[src/hdl/sos_pkg.sv]
// sos_pkg: shared types, widths, register indexes and status codes of the
// sonar obstacle steering block; no dependencies
package sos_pkg;

   localparam int DIST_BITS_DEF = 13;

   localparam int LIM_W   = 13;
   localparam int SPEED_W = 12;
   localparam int QUAD_W  = 16;
   localparam int LIN_W   = 18;
   localparam int TURN_W  = 13;
   localparam int STAT_W  = 4;
   localparam int CSR_IDX_W  = 3;
   localparam int CSR_DATA_W = 18;

   // product scaling
   localparam int QUAD_SHIFT = 20;
   localparam int LIN_SHIFT  = 16;

   // saturation magnitudes
   localparam int TURN_POS_MAG = 4095;
   localparam int TURN_NEG_MAG = 4096;

   // register indexes
   localparam logic [CSR_IDX_W-1:0] REG_WARN   = 3'd0;
   localparam logic [CSR_IDX_W-1:0] REG_LEFT   = 3'd1;
   localparam logic [CSR_IDX_W-1:0] REG_CENTRE = 3'd2;
   localparam logic [CSR_IDX_W-1:0] REG_RIGHT  = 3'd3;
   localparam logic [CSR_IDX_W-1:0] REG_CRUISE = 3'd4;
   localparam logic [CSR_IDX_W-1:0] REG_QUAD   = 3'd5;
   localparam logic [CSR_IDX_W-1:0] REG_LIN    = 3'd6;
   localparam logic [CSR_IDX_W-1:0] REG_HEAD   = 3'd7;

   // register reset values
   localparam logic [LIM_W-1:0]         WARN_RST   = 13'd230;
   localparam logic [LIM_W-1:0]         LEFT_RST   = 13'd700;
   localparam logic [LIM_W-1:0]         CENTRE_RST = 13'd500;
   localparam logic [LIM_W-1:0]         RIGHT_RST  = 13'd700;
   localparam logic [SPEED_W-1:0]       CRUISE_RST = 12'd200;
   localparam logic [QUAD_W-1:0]        QUAD_RST   = 16'd5462;
   localparam logic [LIN_W-1:0]         LIN_RST    = 18'd45875;
   localparam logic signed [TURN_W-1:0] HEAD_RST   = -13'sd563;

   // status codes
   localparam logic [STAT_W-1:0] ST_STOP        = 4'd0;
   localparam logic [STAT_W-1:0] ST_LEFT_CENTRE = 4'd1;
   localparam logic [STAT_W-1:0] ST_CENTRE_RIGHT = 4'd2;
   localparam logic [STAT_W-1:0] ST_BOTH_SIDES  = 4'd3;
   localparam logic [STAT_W-1:0] ST_LEFT        = 4'd4;
   localparam logic [STAT_W-1:0] ST_RIGHT       = 4'd5;
   localparam logic [STAT_W-1:0] ST_CENTRE_TL   = 4'd6;
   localparam logic [STAT_W-1:0] ST_CENTRE_TR   = 4'd7;
   localparam logic [STAT_W-1:0] ST_CLEAR       = 4'd8;

   typedef struct packed {
      logic [LIM_W-1:0]         warn;
      logic [LIM_W-1:0]         left_lim;
      logic [LIM_W-1:0]         centre_lim;
      logic [LIM_W-1:0]         right_lim;
      logic [SPEED_W-1:0]       cruise;
      logic [QUAD_W-1:0]        quad;
      logic [LIN_W-1:0]         lin;
      logic signed [TURN_W-1:0] head;
   } cfg_type;

   // decision that travels with the distance through the turn pipeline
   typedef struct packed {
      logic [STAT_W-1:0]        status;
      logic [SPEED_W-1:0]       speed;
      logic                     use_quad;
      logic                     right_side;
      logic signed [TURN_W-1:0] turn_fix;
   } ctrl_type;

endpackage

[src/hdl/sos_csr.sv]
// sos_csr: configuration register file with write-only access
// depends on sos_pkg
module sos_csr (
   input  logic                            clock,
   input  logic                            reset,
   input  logic                            csr_wr_en,
   input  logic [sos_pkg::CSR_IDX_W-1:0]   csr_index,
   input  logic [sos_pkg::CSR_DATA_W-1:0]  csr_wr_data,
   output sos_pkg::cfg_type                cfg
);

   sos_pkg::cfg_type cfg_ff;
   sos_pkg::cfg_type cfg_in;

   always_comb begin
      cfg_in = cfg_ff;
      if (csr_wr_en) begin
         case (csr_index)
            sos_pkg::REG_WARN:   cfg_in.warn       = csr_wr_data[sos_pkg::LIM_W-1:0];
            sos_pkg::REG_LEFT:   cfg_in.left_lim   = csr_wr_data[sos_pkg::LIM_W-1:0];
            sos_pkg::REG_CENTRE: cfg_in.centre_lim = csr_wr_data[sos_pkg::LIM_W-1:0];
            sos_pkg::REG_RIGHT:  cfg_in.right_lim  = csr_wr_data[sos_pkg::LIM_W-1:0];
            sos_pkg::REG_CRUISE: cfg_in.cruise     = csr_wr_data[sos_pkg::SPEED_W-1:0];
            sos_pkg::REG_QUAD:   cfg_in.quad       = csr_wr_data[sos_pkg::QUAD_W-1:0];
            sos_pkg::REG_LIN:    cfg_in.lin        = csr_wr_data[sos_pkg::LIN_W-1:0];
            sos_pkg::REG_HEAD:   cfg_in.head       = $signed(csr_wr_data[sos_pkg::TURN_W-1:0]);
            default: begin
               cfg_in = cfg_ff;
            end
         endcase
      end
   end

   always_ff @(posedge clock) begin
      if (reset) begin
         cfg_ff.warn       <= sos_pkg::WARN_RST;
         cfg_ff.left_lim   <= sos_pkg::LEFT_RST;
         cfg_ff.centre_lim <= sos_pkg::CENTRE_RST;
         cfg_ff.right_lim  <= sos_pkg::RIGHT_RST;
         cfg_ff.cruise     <= sos_pkg::CRUISE_RST;
         cfg_ff.quad       <= sos_pkg::QUAD_RST;
         cfg_ff.lin        <= sos_pkg::LIN_RST;
         cfg_ff.head       <= sos_pkg::HEAD_RST;
      end else begin
         cfg_ff <= cfg_in;
      end
   end

   assign cfg = cfg_ff;

endmodule

[src/hdl/sos_decide.sv]
// sos_decide: first pipeline stage, distance compares and case priority
// depends on sos_pkg
module sos_decide #(
   parameter int DIST_BITS = sos_pkg::DIST_BITS_DEF
) (
   input  logic                  clock,
   input  logic                  reset,
   input  sos_pkg::cfg_type      cfg,
   input  logic                  in_valid,
   output logic                  in_ready,
   input  logic [DIST_BITS-1:0]  left_mm,
   input  logic [DIST_BITS-1:0]  centre_mm,
   input  logic [DIST_BITS-1:0]  right_mm,
   output logic                  out_valid,
   input  logic                  out_ready,
   output logic [DIST_BITS-1:0]  out_dist,
   output sos_pkg::ctrl_type     out_ctrl
);

   localparam int CMP_W = (DIST_BITS > sos_pkg::LIM_W) ? DIST_BITS : sos_pkg::LIM_W;

   logic [CMP_W-1:0] l_x, c_x, r_x, warn_x, llim_x, clim_x, rlim_x;
   logic             warn_hit, lc, cc, rc;

   sos_pkg::ctrl_type    ctrl_c;
   logic [DIST_BITS-1:0] dist_c;

   logic                 valid_ff, valid_in;
   logic [DIST_BITS-1:0] dist_ff, dist_in;
   sos_pkg::ctrl_type    ctrl_ff, ctrl_in;

   assign l_x    = CMP_W'(left_mm);
   assign c_x    = CMP_W'(centre_mm);
   assign r_x    = CMP_W'(right_mm);
   assign warn_x = CMP_W'(cfg.warn);
   assign llim_x = CMP_W'(cfg.left_lim);
   assign clim_x = CMP_W'(cfg.centre_lim);
   assign rlim_x = CMP_W'(cfg.right_lim);

   assign warn_hit = (l_x <= warn_x) || (c_x <= warn_x) || (r_x <= warn_x);
   assign lc = (l_x <= llim_x);
   assign cc = (c_x <= clim_x);
   assign rc = (r_x <= rlim_x);

   always_comb begin
      ctrl_c.status     = sos_pkg::ST_CLEAR;
      ctrl_c.speed      = cfg.cruise;
      ctrl_c.use_quad   = 1'b0;
      ctrl_c.right_side = 1'b0;
      ctrl_c.turn_fix   = '0;
      dist_c            = left_mm;
      if (warn_hit) begin
         ctrl_c.status = sos_pkg::ST_STOP;
         ctrl_c.speed  = '0;
      end else if (lc && cc) begin
         ctrl_c.status   = sos_pkg::ST_LEFT_CENTRE;
         ctrl_c.use_quad = 1'b1;
      end else if (cc && rc) begin
         ctrl_c.status     = sos_pkg::ST_CENTRE_RIGHT;
         ctrl_c.use_quad   = 1'b1;
         ctrl_c.right_side = 1'b1;
         dist_c            = right_mm;
      end else if (lc && rc) begin
         ctrl_c.status = sos_pkg::ST_BOTH_SIDES;
         ctrl_c.speed  = {1'b0, cfg.cruise[sos_pkg::SPEED_W-1:1]};
      end else if (lc) begin
         ctrl_c.status   = sos_pkg::ST_LEFT;
         ctrl_c.use_quad = 1'b1;
      end else if (rc) begin
         ctrl_c.status     = sos_pkg::ST_RIGHT;
         ctrl_c.use_quad   = 1'b1;
         ctrl_c.right_side = 1'b1;
         dist_c            = right_mm;
      end else if (cc) begin
         if (l_x > r_x) begin
            ctrl_c.status     = sos_pkg::ST_CENTRE_TL;
            ctrl_c.use_quad   = 1'b1;
            ctrl_c.right_side = 1'b1;
            dist_c            = right_mm;
         end else if (l_x < r_x) begin
            ctrl_c.status   = sos_pkg::ST_CENTRE_TR;
            ctrl_c.use_quad = 1'b1;
         end else begin
            // head-on: sides equal, fixed turn
            ctrl_c.status   = sos_pkg::ST_CENTRE_TL;
            ctrl_c.turn_fix = cfg.head;
         end
      end
   end

   assign in_ready = !valid_ff || out_ready;

   always_comb begin
      valid_in = in_ready ? in_valid : valid_ff;
      dist_in  = dist_ff;
      ctrl_in  = ctrl_ff;
      if (in_ready && in_valid) begin
         dist_in = dist_c;
         ctrl_in = ctrl_c;
      end
   end

   always_ff @(posedge clock) begin
      if (reset) begin
         valid_ff <= 1'b0;
      end else begin
         valid_ff <= valid_in;
      end
   end

   always_ff @(posedge clock) begin
      dist_ff <= dist_in;
      ctrl_ff <= ctrl_in;
   end

   assign out_valid = valid_ff;
   assign out_dist  = dist_ff;
   assign out_ctrl  = ctrl_ff;

endmodule

[src/hdl/sos_turn.sv]
// sos_turn: three stage steering quadratic (two multiply stages, then sum,
// saturate and select into the output register); depends on sos_pkg
module sos_turn #(
   parameter int DIST_BITS = sos_pkg::DIST_BITS_DEF
) (
   input  logic                                clock,
   input  logic                                reset,
   input  sos_pkg::cfg_type                    cfg,
   input  logic                                in_valid,
   output logic                                in_ready,
   input  logic [DIST_BITS-1:0]                in_dist,
   input  sos_pkg::ctrl_type                   in_ctrl,
   output logic                                out_valid,
   input  logic                                out_ready,
   output logic [sos_pkg::STAT_W-1:0]          out_status,
   output logic [sos_pkg::SPEED_W-1:0]         out_speed,
   output logic signed [sos_pkg::TURN_W-1:0]   out_turn_rate
);

   localparam int QD_W  = sos_pkg::QUAD_W + DIST_BITS;
   localparam int LD_W  = sos_pkg::LIN_W + DIST_BITS;
   localparam int QDD_W = sos_pkg::QUAD_W + 2 * DIST_BITS;
   localparam int LS_W  = LD_W - sos_pkg::LIN_SHIFT;
   localparam int QS_W  = QDD_W - sos_pkg::QUAD_SHIFT;
   // quadratic term is the wider one over the whole distance range
   localparam int MAG_W = QS_W + 1;

   logic ready2, ready3, ready4;

   // stage 2: quad*d and lin*d
   logic                 s2_valid_ff, s2_valid_in;
   logic [QD_W-1:0]      s2_qd_ff, s2_qd_in;
   logic [LD_W-1:0]      s2_ld_ff, s2_ld_in;
   logic [DIST_BITS-1:0] s2_dist_ff, s2_dist_in;
   sos_pkg::ctrl_type    s2_ctrl_ff, s2_ctrl_in;

   // stage 3: quad*d*d and scaled linear term
   logic                 s3_valid_ff, s3_valid_in;
   logic [QDD_W-1:0]     s3_qdd_ff, s3_qdd_in;
   logic [LS_W-1:0]      s3_ls_ff, s3_ls_in;
   sos_pkg::ctrl_type    s3_ctrl_ff, s3_ctrl_in;

   // stage 4: output register
   logic                               s4_valid_ff, s4_valid_in;
   logic [sos_pkg::STAT_W-1:0]         s4_status_ff, s4_status_in;
   logic [sos_pkg::SPEED_W-1:0]        s4_speed_ff, s4_speed_in;
   logic signed [sos_pkg::TURN_W-1:0]  s4_turn_ff, s4_turn_in;

   logic [MAG_W-1:0]                   mag;
   logic signed [sos_pkg::TURN_W-1:0]  turn_c;

   assign ready4   = !s4_valid_ff || out_ready;
   assign ready3   = !s3_valid_ff || ready4;
   assign ready2   = !s2_valid_ff || ready3;
   assign in_ready = ready2;

   always_comb begin
      s2_valid_in = ready2 ? in_valid : s2_valid_ff;
      s2_qd_in    = s2_qd_ff;
      s2_ld_in    = s2_ld_ff;
      s2_dist_in  = s2_dist_ff;
      s2_ctrl_in  = s2_ctrl_ff;
      if (ready2 && in_valid) begin
         s2_qd_in   = QD_W'(cfg.quad) * QD_W'(in_dist);
         s2_ld_in   = LD_W'(cfg.lin) * LD_W'(in_dist);
         s2_dist_in = in_dist;
         s2_ctrl_in = in_ctrl;
      end
   end

   always_comb begin
      s3_valid_in = ready3 ? s2_valid_ff : s3_valid_ff;
      s3_qdd_in   = s3_qdd_ff;
      s3_ls_in    = s3_ls_ff;
      s3_ctrl_in  = s3_ctrl_ff;
      if (ready3 && s2_valid_ff) begin
         s3_qdd_in  = QDD_W'(s2_qd_ff) * QDD_W'(s2_dist_ff);
         s3_ls_in   = s2_ld_ff[LD_W-1:sos_pkg::LIN_SHIFT];
         s3_ctrl_in = s2_ctrl_ff;
      end
   end

   assign mag = MAG_W'(s3_qdd_ff[QDD_W-1:sos_pkg::QUAD_SHIFT]) + MAG_W'(s3_ls_ff);

   always_comb begin
      turn_c = s3_ctrl_ff.turn_fix;
      if (s3_ctrl_ff.use_quad) begin
         if (s3_ctrl_ff.right_side) begin
            // right side: positive, clamp at top of range
            if (mag > MAG_W'(sos_pkg::TURN_POS_MAG)) begin
               turn_c = sos_pkg::TURN_W'(sos_pkg::TURN_POS_MAG);
            end else begin
               turn_c = $signed(mag[sos_pkg::TURN_W-1:0]);
            end
         end else begin
            // left side: negative, clamp at bottom of range
            if (mag >= MAG_W'(sos_pkg::TURN_NEG_MAG)) begin
               turn_c = -sos_pkg::TURN_W'(sos_pkg::TURN_NEG_MAG);
            end else begin
               turn_c = -$signed(mag[sos_pkg::TURN_W-1:0]);
            end
         end
      end
   end

   always_comb begin
      s4_valid_in  = ready4 ? s3_valid_ff : s4_valid_ff;
      s4_status_in = s4_status_ff;
      s4_speed_in  = s4_speed_ff;
      s4_turn_in   = s4_turn_ff;
      if (ready4 && s3_valid_ff) begin
         s4_status_in = s3_ctrl_ff.status;
         s4_speed_in  = s3_ctrl_ff.speed;
         s4_turn_in   = turn_c;
      end
   end

   always_ff @(posedge clock) begin
      if (reset) begin
         s2_valid_ff <= 1'b0;
         s3_valid_ff <= 1'b0;
         s4_valid_ff <= 1'b0;
      end else begin
         s2_valid_ff <= s2_valid_in;
         s3_valid_ff <= s3_valid_in;
         s4_valid_ff <= s4_valid_in;
      end
   end

   always_ff @(posedge clock) begin
      s2_qd_ff     <= s2_qd_in;
      s2_ld_ff     <= s2_ld_in;
      s2_dist_ff   <= s2_dist_in;
      s2_ctrl_ff   <= s2_ctrl_in;
      s3_qdd_ff    <= s3_qdd_in;
      s3_ls_ff     <= s3_ls_in;
      s3_ctrl_ff   <= s3_ctrl_in;
      s4_status_ff <= s4_status_in;
      s4_speed_ff  <= s4_speed_in;
      s4_turn_ff   <= s4_turn_in;
   end

   assign out_valid     = s4_valid_ff;
   assign out_status    = s4_status_ff;
   assign out_speed     = s4_speed_ff;
   assign out_turn_rate = s4_turn_ff;

endmodule

[src/hdl/sonar_obstacle_steering_top.sv]
// sonar_obstacle_steering_top: steering decision from three sonar distances
// depends on sos_pkg, sos_csr, sos_decide, sos_turn
//
//   channel | ports                                        | direction
//   --------+----------------------------------------------+----------
//   req     | req_valid/req_ready, left/centre/right_mm    | in
//   rsp     | rsp_valid/rsp_ready, status, speed, turn_rate| out
//   csr     | csr_wr_en, csr_index, csr_wr_data            | in
//
// one transfer per cycle sustained while rsp_ready stays high; four register
// stages (decide, two multiplies, sum and saturate into the output
// register): a reading is registered in each stage in turn before
// rsp_valid rises for it
// synchronous active-high reset clears the valid bits and loads the
// register defaults; a stall on rsp holds each full stage, and empty
// stages still fill, so req_ready stays high until the pipeline is full
module sonar_obstacle_steering_top #(
   parameter int DIST_BITS = sos_pkg::DIST_BITS_DEF
) (
   input  logic                                clock,
   input  logic                                reset,
   // input channel
   input  logic                                req_valid,
   output logic                                req_ready,
   input  logic [DIST_BITS-1:0]                req_left_mm,
   input  logic [DIST_BITS-1:0]                req_centre_mm,
   input  logic [DIST_BITS-1:0]                req_right_mm,
   // result channel
   output logic                                rsp_valid,
   input  logic                                rsp_ready,
   output logic [sos_pkg::STAT_W-1:0]          rsp_status,
   output logic [sos_pkg::SPEED_W-1:0]         rsp_speed,
   output logic signed [sos_pkg::TURN_W-1:0]   rsp_turn_rate,
   // configuration writes
   input  logic                                csr_wr_en,
   input  logic [sos_pkg::CSR_IDX_W-1:0]       csr_index,
   input  logic [sos_pkg::CSR_DATA_W-1:0]      csr_wr_data
);

   sos_pkg::cfg_type     cfg;

   // decide stage to turn pipeline
   logic                 dec_valid;
   logic                 dec_ready;
   logic [DIST_BITS-1:0] dec_dist;
   sos_pkg::ctrl_type    dec_ctrl;

   // register file; write it only while the pipeline is idle (the block does not enforce this)
   sos_csr u_csr (
      .clock       (clock),
      .reset       (reset),
      .csr_wr_en   (csr_wr_en),
      .csr_index   (csr_index),
      .csr_wr_data (csr_wr_data),
      .cfg         (cfg)
   );

   // stage 1: warn check, limit compares, case priority, side select
   sos_decide #(
      .DIST_BITS (DIST_BITS)
   ) u_decide (
      .clock     (clock),
      .reset     (reset),
      .cfg       (cfg),
      .in_valid  (req_valid),
      .in_ready  (req_ready),
      .left_mm   (req_left_mm),
      .centre_mm (req_centre_mm),
      .right_mm  (req_right_mm),
      .out_valid (dec_valid),
      .out_ready (dec_ready),
      .out_dist  (dec_dist),
      .out_ctrl  (dec_ctrl)
   );

   // stages 2 to 4: quadratic of the selected side, saturation, output register
   sos_turn #(
      .DIST_BITS (DIST_BITS)
   ) u_turn (
      .clock         (clock),
      .reset         (reset),
      .cfg           (cfg),
      .in_valid      (dec_valid),
      .in_ready      (dec_ready),
      .in_dist       (dec_dist),
      .in_ctrl       (dec_ctrl),
      .out_valid     (rsp_valid),
      .out_ready     (rsp_ready),
      .out_status    (rsp_status),
      .out_speed     (rsp_speed),
      .out_turn_rate (rsp_turn_rate)
   );

endmodule

[config.mk]
export PLATFORM = sky130hd
export DESIGN_NAME = sonar_obstacle_steering_top
export DESIGN_NICKNAME = d
export VERILOG_FILES = /design/src/hdl/sos_pkg.sv /design/src/hdl/sos_csr.sv /design/src/hdl/sos_decide.sv /design/src/hdl/sos_turn.sv /design/src/hdl/sonar_obstacle_steering_top.sv
export SDC_FILE = /design/constraint.sdc
export NUM_CORES = 2
export LEC_CHECK = 0
export ABC_CLOCK_PERIOD_IN_PS = 11850
export BUFFER_PORTS_ARGS = -buffer_cell sky130_fd_sc_hd__buf_2
export CAP_MARGIN = 20
export CORE_MARGIN = 4
export CORE_UTILIZATION = 40
export CTS_BUF_LIST = sky130_fd_sc_hd__clkbuf_8
export DETAILED_ROUTE_END_ITERATION = 7
export PLACE_DENSITY_LB_ADDON = 0.1
export SETUP_SLACK_MARGIN = 0.1
export SLEW_MARGIN = 20
export SYNTH_ARGS = -nofsm -noshare
export SYNTH_HDL_FRONTEND = slang
export SYNTH_SLANG_ARGS = --single-unit
[constraint.sdc]
create_clock -name clock -period 11.85 [get_ports clock]
set_clock_uncertainty 0.05 [all_clocks]
set_input_delay 2.37 -clock clock [delete_from_list [all_inputs] [get_ports clock]]
set_output_delay 2.37 -clock clock [all_outputs]
set_load 0.05 [all_outputs]
==> impl_metrics.toml <==
[floorplan]
rows = 115
ioPinCount = 96
dieArea_um2 = 105000
die_width_um = 324
fp.coreArea_um2 = 98700
die_y_um = 324
start_util = 0.405

[timing]
max_freq_mhz = 135
slew_violations = 0
period_minus_slack_ps = 7430
setup-tns-final_ps = 0
hold_violations = 0
worst_pin_slew_ps = 1070
finalSetupViolCount = 0
period_share = 0.627
worst_slack_ps = 4420
slew_headroom = 0.279
hold-worst-slack_ps = 362
grt_setup_unrepaired = "false"

[cells_and_area]
final_nets = 5241
instances_no_fill = 5549
fillers = 9798
drive_gt1_frac = 0.0561
syn_to_final_growth_pct = 7.04

[cts]
cts_tree = "built"
cts_root_buffer = "clkbuf_8"
clkTransAtPathRegs_ps = 60
cts_made_buffers = 59
postCtsHoldBufs = 0
post_cts.repair.setup_buffers = 0
cts_sinks = 344
clk_path_buf_depth = 3
clkLatencyLatePin_ps = 700
cts-resized-gates = 0
htreeDepth = 2

[synthesis]
ys_ff_latch = 344
synth_seq_area_share = 0.230
yosysWarningCount = 0
ys_types = 81
synth-main-ff-cell = "edfxtp_1"
synth_async_sr_flop_share = 0
synth.avg_cell_area_um2 = 9.46
synth_nets = 5253
syn_area_um2 = 40000
syn_inst = 4225
synth-edff-count = 229

[routing]
ant_nets = 0
via_per_inst = 5.02
routedWlPerCell_um = 18.8
drt_iter0_markers = 1605
drc = 0
via_count = 27800
drt_wl_total_mm = 104
first_pass_iters = 5

[min_path]
min_path_type = "reg -> reg"

[global_route]
grt.overflow.total = 0
grt_usage = 0.205
grt_start_max_net_pins = 78
grt_antenna_before_repair = 3
grt_first_pass_wirelength_mm = 169
grt_pass1_vias = 29200

[placed_design]
pre_cts_ws_ps = 4340
finalWeightedCongestion = 0.857
port_buffers = 95
dp.cells = 5439
dp_hpwl_mm = 77.8

[critical_path]
critPathLaunchType = "flop"
worstPathMaxFanout = 29
cp_data_arrival_time_ps = 7820
crit_type = "reg -> reg"
worstPathRequired_ps = 12250
end_kind = "flop"

[status]
status = "completed"

[run]
maxCapViolCount = 0
metrics by stage:
stage,utilization,cell area (um2)
detailed placement,0.421,41600
global placement,0.421,41600
CTS,0.433,42800
floorplan,-,40000
global route,0.433,42800
finish,0.433,42800
synthesized netlist by cell type (all sizes together), types with 4 or more instances:
master	n	area, um2
inv	813	3050
nand2	732	2750
fa	626	12500
and2	340	2130
ha	337	4220
edfxtp	229	6880
clkbuf	199	762
a21oi	144	724
dfxtp	115	2300
nor2	102	385
a21o	63	473
o21ai	47	239
xnor2	44	385
nand3	40	200
nand3b	38	285
nand4	35	219
nor3	30	150
a211oi	29	218
xor2	29	254
o21a	26	195
a211o	21	184
nor2b	18	113
a31oi	16	100
mux2	13	146
nand2b	12	75.1
o22ai	11	68.8
and3	9	56.3
nor4	8	50.1
or3	8	55.1
buf	7	41.3
or2	7	43.8
o21bai	6	45.0
o31ai	6	50.1
a31o	5	43.8
and4	5	43.8
a2111oi	4	36.3
a311oi	4	41.3
o2111ai	4	35.0
o211ai	4	30.0
registers in the layout, summed over array words and instances, names as in the netlist, 15 cells and up:
| register | flops |
|---|---|
| u_csr.cfg | 111 |
| u_decide.out_ctrl | 31 |
| u_turn.s2_ld_ff | 15 |
| u_turn.s3_qdd_ff | 22 |
| u_turn.s2_ctrl_ff | 31 |
| u_turn.s3_ctrl_ff | 31 |
| u_turn.s2_qd_ff | 29 |
| u_turn.s3_ls_ff | 15 |
area by class of cell:
type	instances	area, um2	share of cell area
clock buffers	65	895	0.0209
flip-flops and latches	344	9180	0.215
diodes	1	2.50	0.0000585
clock inverters	44	285	0.00667
inverters	813	3050	0.0713
well taps	1287	1610	0.0376
repair buffers	133	763	0.0178
multi-input cells	2862	27000	0.631
cell usage in the layout, fill, tap and decap left out, types with 4 or more instances in the layout:
cell       synthesis  routed
o2111ai_1          4       4
inv_1            813     843
mux2_1             9       9
xor2_1            29      29
buf_2              3      94
dfxtp_1          115     115
clkinv_2           0       4
nand3b_1          38      38
a21oi_1          143     142
a211o_1           21      21
and3_1             9       9
nand4_1           35      35
edfxtp_1         229     229
buf_4              1      39
a211oi_1          29      29
ha_1             337     337
o31ai_1            5       5
o22ai_1           11      11
clkbuf_8           0      65
xnor2_1           44      44
nand2_1          732     732
o21ai_0           43      43
o21bai_1           6       6
nor3_1            30      28
a21o_1            63      63
a31oi_1           16      16
fa_1             626     626
nand3_1           40      40
nor2_1           101     101
or2_2              6       6
nor4_1             8       8
nor2b_1           18      16
o211ai_1           4       4
nand2b_1          12      12
o21a_1            26      26
and2_1           340     340
or3_1              7       7
and4_1             5       5
mux2_2             4       4
a31o_2             4       4
worst max-delay path, stage by stage (launching register included):
cell       delay (ps)
edfxtp_1          730
and2_1            300
fa_1              540
inv_1              50
fa_1              480
inv_1              50
fa_1              480
fa_1              560
fa_1              420
ha_1              310
a21o_1            170
a2111oi_0         850
a211oi_1          230
a311oi_2          800
o22ai_1           280
o41ai_2           530
nor2_1            100
a211o_1           230
cells by family (layout without fill, tap and decap cells):
logic type                 count (synthesis)  in the layout  share of synthesized area
and+or+nand+nor                         1388           1388                      0.165
buffers and inverters                   1019           1055                     0.0965
adders and majority gates                963            963                      0.419
AOI/OAI and AO/OA                        423            423                     0.0699
DFF                                      344            344                      0.230
xor gates and xnor gates                  73             73                     0.0160
muxes                                     15             15                    0.00416
other                                      0              1                          0
layer usage:
metal | part of all wire | GRT usage
met3 | 0.042 | 0.0226
met2 | 0.46 | 0.329
met1 | 0.49 | 0.306
met5 | 0 | 0
met4 | 0.014 | 0.0348
worst paths after layout:
| kind | slack [ps] | cells past startpoint | startpoint | to |
|---|---|---|---|---|
| worst min register to register | 360 | 0 | u_turn.s3_ctrl_ff[15]$_DFFE_PP_ | u_turn.out_speed[0]$_DFFE_PP_ |
| worst max-delay path | 4420 | 17 | u_turn.s2_dist_ff[1]$_DFFE_PP_ | u_turn.s3_qdd_ff[41]$_DFFE_PP_ |
| worst max register to register | 4420 | 17 | u_turn.s2_dist_ff[1]$_DFFE_PP_ | u_turn.s3_qdd_ff[41]$_DFFE_PP_ |
| worst min-delay path | 360 | 0 | u_turn.s3_ctrl_ff[15]$_DFFE_PP_ | u_turn.out_speed[0]$_DFFE_PP_ |
Power is left out: the tool's default activity adds up to more than one toggle a clock period on the data nets, which glitch-free logic cannot reach.
